## src/rtl/core/uart_rb_pkg.sv

```systemverilog
package uart_rb_pkg;

  localparam int unsigned DefaultDepth = 32;
  localparam int unsigned RecvLevelW   = 6;

  typedef enum logic [1:0] {
    FUNC_HOST_WRITE = 2'd0,
    FUNC_HOST_READ  = 2'd1,
    FUNC_LINE_RX    = 2'd2,
    FUNC_TX_READY   = 2'd3
  } func_e;

  typedef enum logic [1:0] {
    ST_OK       = 2'd0,
    ST_TX_FULL  = 2'd1,
    ST_RX_EMPTY = 2'd2,
    ST_RX_DROP  = 2'd3
  } status_e;

  typedef struct packed {
    func_e      func;
    logic [7:0] data_byte;
  } in_item_t;

  typedef struct packed {
    status_e               status;
    logic [7:0]            read_byte;
    logic                  send_valid;
    logic [7:0]            send_byte;
    logic [RecvLevelW-1:0] receive_level;
  } out_item_t;

  // controller to datapath
  typedef struct packed {
    logic capture;
    logic exec;
    logic load;
  } ctl_cmd_t;

  // datapath to controller
  typedef struct packed {
    logic out_free;
  } dp_stat_t;

endpackage

```

## src/rtl/core/uart_tx_rx_ring_buffers_top.sv

```systemverilog
// Buffered serial-port front end: a transmit ring FIFO and a receive ring
// FIFO of DEPTH bytes each, driven by one event channel.
// Input channel (in_valid_i / in_stall_o / in_data_i): one event per
// transfer - host write, host read, byte received from the line, or
// transmitter ready. Output channel (out_valid_o / out_stall_i /
// out_data_o): exactly one result per event, in event order.
// Each event is captured, then applied to the FIFOs with a registered
// memory read, then loaded into the output register once it is free.
// The controller steps one event at a time through the FIFO memories,
// each read through its registered port.
// The output register holds a finished result while the next event is
// taken in. If the receiver stalls, that result holds and the following
// one waits in the datapath; the input then stalls until it can move on.
// Reset empties both FIFOs, marks the transmitter idle and clears the
// output valid; FIFO memory contents are not cleared and need no pass.
module uart_tx_rx_ring_buffers_top #(
  parameter int unsigned DEPTH = uart_rb_pkg::DefaultDepth
) (
  input  logic                   clk_i,
  input  logic                   rst_ni,
  input  logic                   in_valid_i,
  output logic                   in_stall_o,
  input  uart_rb_pkg::in_item_t  in_data_i,
  output logic                   out_valid_o,
  input  logic                   out_stall_i,
  output uart_rb_pkg::out_item_t out_data_o
);
  import uart_rb_pkg::*;

  ctl_cmd_t cmd;
  dp_stat_t stat;

  uart_rb_ctrl u_ctrl (
    .clk_i      (clk_i),
    .rst_ni     (rst_ni),
    .in_valid_i (in_valid_i),
    .in_stall_o (in_stall_o),
    .stat_i     (stat),
    .cmd_o      (cmd)
  );

  uart_rb_dp #(
    .DEPTH (DEPTH)
  ) u_dp (
    .clk_i       (clk_i),
    .rst_ni      (rst_ni),
    .in_data_i   (in_data_i),
    .out_stall_i (out_stall_i),
    .out_valid_o (out_valid_o),
    .out_data_o  (out_data_o),
    .cmd_i       (cmd),
    .stat_o      (stat)
  );

endmodule

```

## src/rtl/core/uart_rb_ctrl.sv

```systemverilog
module uart_rb_ctrl (
  input  logic                 clk_i,
  input  logic                 rst_ni,
  input  logic                 in_valid_i,
  output logic                 in_stall_o,
  input  uart_rb_pkg::dp_stat_t stat_i,
  output uart_rb_pkg::ctl_cmd_t cmd_o
);
  import uart_rb_pkg::*;

  typedef enum logic [2:0] {
    S_IDLE = 3'b001,
    S_EXEC = 3'b010,
    S_LOAD = 3'b100
  } state_e;

  state_e state_q, state_d;

  always_comb begin
    state_d     = state_q;
    cmd_o       = '0;
    in_stall_o  = 1'b1;
    case (state_q)
      S_IDLE: begin
        in_stall_o = 1'b0;
        if (in_valid_i) begin
          cmd_o.capture = 1'b1;
          state_d       = S_EXEC;
        end
      end
      S_EXEC: begin
        cmd_o.exec = 1'b1;
        state_d    = S_LOAD;
      end
      S_LOAD: begin
        // hold until the output register is free
        if (stat_i.out_free) begin
          cmd_o.load = 1'b1;
          state_d    = S_IDLE;
        end
      end
      default: begin
        state_d = S_IDLE;
      end
    endcase
  end

  always_ff @(posedge clk_i or negedge rst_ni) begin
    if (!rst_ni) begin
      state_q <= S_IDLE;
    end else begin
      state_q <= state_d;
    end
  end

endmodule

```

## src/rtl/core/uart_rb_dp.sv

```systemverilog
module uart_rb_dp #(
  parameter int unsigned DEPTH = uart_rb_pkg::DefaultDepth
) (
  input  logic                   clk_i,
  input  logic                   rst_ni,
  input  uart_rb_pkg::in_item_t  in_data_i,
  input  logic                   out_stall_i,
  output logic                   out_valid_o,
  output uart_rb_pkg::out_item_t out_data_o,
  input  uart_rb_pkg::ctl_cmd_t  cmd_i,
  output uart_rb_pkg::dp_stat_t  stat_o
);
  import uart_rb_pkg::*;

  localparam int unsigned AW = (DEPTH > 1) ? $clog2(DEPTH) : 1;
  localparam int unsigned LW = $clog2(DEPTH + 1);
  localparam logic [AW-1:0] LastIdx  = AW'(DEPTH - 1);
  localparam logic [LW-1:0] TxLimit  = LW'(DEPTH - 1);
  localparam logic [LW-1:0] RxLimit  = LW'(DEPTH);

  logic [7:0] tx_mem [DEPTH];
  logic [7:0] rx_mem [DEPTH];

  in_item_t        item_q;
  logic [AW-1:0]   tx_head_q, tx_tail_q, rx_head_q, rx_tail_q;
  logic [LW-1:0]   tx_level_q, rx_level_q;
  logic            tx_idle_q;
  logic [7:0]      tx_rd_q, rx_rd_q;

  // result of the executed transfer, waiting for the memory read data
  status_e         pend_status_q;
  logic            pend_rd_q;
  logic            pend_sv_q;
  logic            pend_from_mem_q;

  out_item_t       out_q;
  logic            out_valid_q;

  logic            tx_push, tx_pop, rx_push, rx_pop, bypass, go_idle;
  status_e         status_d;

  function automatic logic [AW-1:0] wrap_next(input logic [AW-1:0] idx);
    return (idx == LastIdx) ? '0 : idx + AW'(1);
  endfunction

  always_comb begin
    tx_push  = 1'b0;
    tx_pop   = 1'b0;
    rx_push  = 1'b0;
    rx_pop   = 1'b0;
    bypass   = 1'b0;
    go_idle  = 1'b0;
    status_d = ST_OK;
    case (item_q.func)
      FUNC_HOST_WRITE: begin
        if (tx_idle_q && tx_level_q == '0) begin
          bypass = 1'b1;
        end else if (tx_level_q >= TxLimit) begin
          status_d = ST_TX_FULL;
        end else begin
          tx_push = 1'b1;
        end
      end
      FUNC_HOST_READ: begin
        if (rx_level_q == '0) begin
          status_d = ST_RX_EMPTY;
        end else begin
          rx_pop = 1'b1;
        end
      end
      FUNC_LINE_RX: begin
        if (rx_level_q >= RxLimit) begin
          status_d = ST_RX_DROP;
        end else begin
          rx_push = 1'b1;
        end
      end
      default: begin
        if (tx_level_q != '0) begin
          tx_pop = 1'b1;
        end else begin
          go_idle = 1'b1;
        end
      end
    endcase
  end

  always_ff @(posedge clk_i) begin
    if (cmd_i.exec) begin
      if (tx_push) begin
        tx_mem[tx_tail_q] <= item_q.data_byte;
      end
      tx_rd_q <= tx_mem[tx_head_q];
    end
  end

  always_ff @(posedge clk_i) begin
    if (cmd_i.exec) begin
      if (rx_push) begin
        rx_mem[rx_tail_q] <= item_q.data_byte;
      end
      rx_rd_q <= rx_mem[rx_head_q];
    end
  end

  always_ff @(posedge clk_i) begin
    if (cmd_i.capture) begin
      item_q <= in_data_i;
    end
    if (cmd_i.exec) begin
      pend_status_q   <= status_d;
      pend_rd_q       <= rx_pop;
      pend_sv_q       <= bypass | tx_pop;
      pend_from_mem_q <= tx_pop;
    end
    if (cmd_i.load) begin
      out_q.status        <= pend_status_q;
      out_q.read_byte     <= pend_rd_q ? rx_rd_q : 8'd0;
      out_q.send_valid    <= pend_sv_q;
      out_q.send_byte     <= !pend_sv_q ? 8'd0 :
                             (pend_from_mem_q ? tx_rd_q : item_q.data_byte);
      out_q.receive_level <= RecvLevelW'(rx_level_q);
    end
  end

  always_ff @(posedge clk_i or negedge rst_ni) begin
    if (!rst_ni) begin
      tx_head_q   <= '0;
      tx_tail_q   <= '0;
      tx_level_q  <= '0;
      rx_head_q   <= '0;
      rx_tail_q   <= '0;
      rx_level_q  <= '0;
      tx_idle_q   <= 1'b1;
      out_valid_q <= 1'b0;
    end else begin
      if (cmd_i.exec) begin
        if (tx_push) begin
          tx_tail_q  <= wrap_next(tx_tail_q);
          tx_level_q <= tx_level_q + LW'(1);
        end
        if (tx_pop) begin
          tx_head_q  <= wrap_next(tx_head_q);
          tx_level_q <= tx_level_q - LW'(1);
        end
        if (rx_push) begin
          rx_tail_q  <= wrap_next(rx_tail_q);
          rx_level_q <= rx_level_q + LW'(1);
        end
        if (rx_pop) begin
          rx_head_q  <= wrap_next(rx_head_q);
          rx_level_q <= rx_level_q - LW'(1);
        end
        if (bypass || tx_pop) begin
          tx_idle_q <= 1'b0;
        end else if (go_idle) begin
          tx_idle_q <= 1'b1;
        end
      end
      if (cmd_i.load) begin
        out_valid_q <= 1'b1;
      end else if (out_valid_q && !out_stall_i) begin
        out_valid_q <= 1'b0;
      end
    end
  end

  assign stat_o.out_free = !out_valid_q || !out_stall_i;
  assign out_valid_o     = out_valid_q;
  assign out_data_o      = out_q;

endmodule

```

## config.mk

```make
export PLATFORM = sky130hd
export DESIGN_NAME = uart_tx_rx_ring_buffers_top
export DESIGN_NICKNAME = d
export VERILOG_FILES = /design/src/rtl/core/uart_rb_pkg.sv /design/src/rtl/core/uart_tx_rx_ring_buffers_top.sv /design/src/rtl/core/uart_rb_ctrl.sv /design/src/rtl/core/uart_rb_dp.sv
export SDC_FILE = /design/constraint.sdc
export NUM_CORES = 1
export LEC_CHECK = 0
export BUFFER_PORTS_ARGS = -buffer_cell sky130_fd_sc_hd__buf_2
export CORE_ASPECT_RATIO = 0.8
export CORE_MARGIN = 2
export CORE_UTILIZATION = 25
export DETAILED_ROUTE_END_ITERATION = 7
export PLACE_DENSITY = 0.4
export REMOVE_ABC_BUFFERS = 1
export SLEW_MARGIN = 20
export SYNTH_ARGS = -nofsm -noshare
export SYNTH_HDL_FRONTEND = slang
export SYNTH_SLANG_ARGS = --single-unit
```

## constraint.sdc

```tcl
create_clock -name clk_i -period 3.33 [get_ports clk_i]
set_input_delay 0.4995 -clock clk_i [delete_from_list [all_inputs] [get_ports clk_i]]
set_output_delay 0.4995 -clock clk_i [all_outputs]
set_load 0.02 [all_outputs]
```

==> flow_summary.toml <==
[grt]
grt_start_max_net_pins = 69
grt-ovfl-total = 0
grt_antenna_before_repair = 2
grt_pass1_wl_mm = 82.8
grt_util_all_layers = 0.118
vias_in_the_first_global_route = 11300

[floorplan]
floorplan.initialDensity = 0.251
std_cell_rows = 101
design.portCount = 41
core_mm2 = 0.0944
die_area_mm2 = 0.0974
die_height_um = 280
dieWidth_um = 348

[yosys]
syn_area_mm2 = 0.0237
synth_enable_flop_cells = 568
ys_seq_elements = 605
synth.most_common_cell = "sky130_fd_sc_hd__edfxtp_1"
synthTopCellsByArea = "sky130_fd_sc_hd__edfxtp_1 72%, sky130_fd_sc_hd__mux4_2 15%, sky130_fd_sc_hd__dfrtp_1 3.7%"
postSynthCellCount = 1123
postSynth.asyncResetShare = 0.0612
netlist.top_cell.by_area = "sky130_fd_sc_hd__edfxtp_1"
postSynthAreaPerCell_um2 = 21.1
synth-main-ff-cell = "sky130_fd_sc_hd__edfxtp_1"
synth.cells.most_frequent = "568 x sky130_fd_sc_hd__edfxtp_1, 160 x sky130_fd_sc_hd__mux4_2, 86 x sky130_fd_sc_hd__nor2_1"
yosysWarningCount = 0
post_synth_num_cell_types = 47
synth-seq-area-share = 0.758
synth_top_area_share = 0.719

[setup_path]
crit_fanout = 21
timing_worst_setup_path_type = "reg -> reg"
cpMaxStageDelayCell = "sky130_fd_sc_hd__dfrtp_4"
crit_path_end_kind = "flop"
timing.critical_path.required_ns = 3.70
startpoint_type = "flop"
crit_path_cell_trace = "buf_12 -> buf_12 -> mux4_2 -> mux4_2 -> mux2_2"
crit_path_max_incr_delay_ns = 0.65
cp_data_arrival_time_ns = 3.10

[drt]
viasPerCell = 4.41
drc = 0
wire_per_inst_um = 22.3
final_antenna_net_count = 0
dr_total_vias = 11300
wire_length_reported_by_the_detailed_router_mm = 57.1
detailedRoute.firstPassIterationCount = 6
drt-initial-drc-count = 1142

[sta]
report.final.slew_viol_count = 0
slew_headroom = 0.278
worst_slack_ns = 0.594
worst_slew_pin_slew_ns = 1.08
finalCriticalPeriod_ns = 2.74
final.setup_skew_ns = 0.0287
maxClockFrequency_mhz = 365
finalHoldViolations = 0
setup-violations-final = 0
final.period_utilization = 0.822
grt_setup_unrepaired = "no"

[clock_network]
clk_path_buf_depth = 3
cts_inserted_buffers = 67
cts_tree = "built"
clkSlewWorstSetupHoldPaths_ns = 0.06
clock_tree.root_cell = "sky130_fd_sc_hd__clkbuf_16"
clock_tree.htree_level_count = 3
cts.repair.resized = 0
clock_sink_count = 605
cts.hold.buffers_added = 0
clock_latency_ns = 0.61
cts_post_setup_buffers_inserted = 0

[placed_design]
place.detailed.hpwl_mm = 35.4
dpl.cell_count = 2436
gp_routability_congestion = 0.748
port_buffers = 40
detailedPlace.worstSlack_ns = 0.545
placement.cell_area_mm2 = 0.0260

[hold_path]
hold_path_class = "in -> async"

[job]
maxCapViolations = 0

[final_layout]
fin_area_mm2 = 0.0282
layout-area-overhead-vs-synth_pct = 18.9
final_net_count = 1299
fill_cells = 9110
count_of_non_filler_cells_in_the_finished_layout = 2558
drive_gt1_frac = 0.330

[power_and_ir_drop]
peakVddDrop_uv = 330
power_density_mw_per_mm2 = 710
power.static_leakage_nw = 8.91

[run_status]
run_status = "completed"
worst max-delay path, delay by kind of cell (launching register included):
kind	cells	cell delay [ns]
flip-flops	1	0.65
buffers and inverters	2	0.46
multiplexers	3	1.35
stage by stage:
step / setup TNS (ns) / total power [W] / utilization / hold WS [ns]
3_5_place_dp: 0 / 0.0128 / 0.276 / 0.418
5_1_grt: 0 / 0.0209 / 0.299 / 0.0398
3_3_place_gp: 0 / 0.0128 / 0.276 / 0.413
2_1_floorplan: -17.97 / 0.0116 / - / 0.204
6_report: 0 / 0.0200 / 0.299 / 0.0191
4_1_cts: 0 / 0.0204 / 0.299 / 0.0229
final cells by class:
cell class,instances,area [µm²],share of cell area
antenna,1,2.50,0.0000887
clock buffer,76,1750,0.0621
clock inverter,45,437,0.0155
inverter,9,33.8,0.00120
multi-input combinational,455,5450,0.193
sequential,605,18000,0.638
tap,1236,1550,0.0548
timing repair buffer,131,996,0.0353
cell usage in the layout (no fill, tap or decap), types with 6 or more instances in the layout:
cell                        Yosys  layout
sky130_fd_sc_hd__buf_12         0       9
sky130_fd_sc_hd__xnor2_1        7       7
sky130_fd_sc_hd__mux4_2       160     160
sky130_fd_sc_hd__nand2_1       37      37
sky130_fd_sc_hd__clkbuf_1      30       7
sky130_fd_sc_hd__mux2_2        22      22
sky130_fd_sc_hd__buf_4          4      82
sky130_fd_sc_hd__bufinv_16      0       7
sky130_fd_sc_hd__edfxtp_1     568     568
sky130_fd_sc_hd__or3b_2         6       6
sky130_fd_sc_hd__and2_1         8       8
sky130_fd_sc_hd__o21ai_0       15      15
sky130_fd_sc_hd__mux2i_1       11      11
sky130_fd_sc_hd__nor2_1        86      86
sky130_fd_sc_hd__clkinv_2       0      14
sky130_fd_sc_hd__clkbuf_16      0      69
sky130_fd_sc_hd__buf_2          9      40
sky130_fd_sc_hd__ha_1          16      16
sky130_fd_sc_hd__dfrtp_1       35      29
sky130_fd_sc_hd__inv_1          7       7
sky130_fd_sc_hd__and3_1         6       6
sky130_fd_sc_hd__nand3b_1       7       7
sky130_fd_sc_hd__a21oi_1        9       8
sky130_fd_sc_hd__nor2b_1       10      10
sky130_fd_sc_hd__nand3_1        9       9
sky130_fd_sc_hd__clkinv_1       0      12
registers in the layout, indices dropped and copies added, names as in the netlist, 2 cells and up:
signal	count
u_dp.rx_rd_q	8
u_dp.rx_tail_q	5
u_dp.rx_level_q	6
u_dp.tx_rd_q	8
u_dp.tx_head_q	5
u_dp.rx_head_q	5
u_dp.tx_mem	256
u_dp.pend_status_q	2
u_dp.rx_mem	256
u_dp.tx_level_q	6
u_ctrl.state_q	3
u_dp.tx_tail_q	5
u_dp.item_q	10
u_dp.out_data_o	25
final timing paths:
| kind | startpoint | end | slack, ns | cells past startpoint |
|---|---|---|---|---|
| worst max-delay path | u_dp.rx_head_q[0]$_DFFE_PN0P_ | u_dp.rx_rd_q[4]$_DFFE_PP_ | 0.59 | 5 |
| worst min-delay path | rst_ni | u_dp.out_valid_o$_DFFE_PN0P_ | 0.02 | 1 |
| worst max register to register | u_dp.rx_head_q[0]$_DFFE_PN0P_ | u_dp.rx_rd_q[4]$_DFFE_PP_ | 0.59 | 5 |
| worst min register to register | u_dp.pend_status_q[1]$_DFFE_PP_ | u_dp.out_data_o[24]$_DFFE_PP_ | 0.43 | 0 |
| max in group asynchronous | rst_ni | u_dp.tx_head_q[0]$_DFFE_PN0P_ | 2.61 | 1 |
| min in group clk_i | in_data_i[1] | u_dp.item_q[1]$_DFFE_PP_ | 0.07 | 1 |
cell families after synthesis:
| logic type | count (synthesis) | share of synthesized area |
|---|---|---|
| compound gates | 43 | 0.0114 |
| xor+xnor | 11 | 0.00406 |
| fa+ha+maj | 16 | 0.00844 |
| buf+inv | 63 | 0.0123 |
| flops | 605 | 0.758 |
| mux | 193 | 0.167 |
| simple gates | 192 | 0.0385 |
metal layers:
metal / track usage / wire, µm / part of all wire
met4: 0.0353 / 1260 / 0.022
met5: 0 / 0 / 0
met3: 0.0249 / 2820 / 0.049
met1: 0.186 / 29400 / 0.51
met2: 0.159 / 23600 / 0.41
where the power goes:
group          internal (W)  switching, W
sequential          0.00895      0.000475
combinational       0.00151       0.00166
clock               0.00436       0.00307
total                0.0148       0.00520
Power figures use the tool's default switching activity.
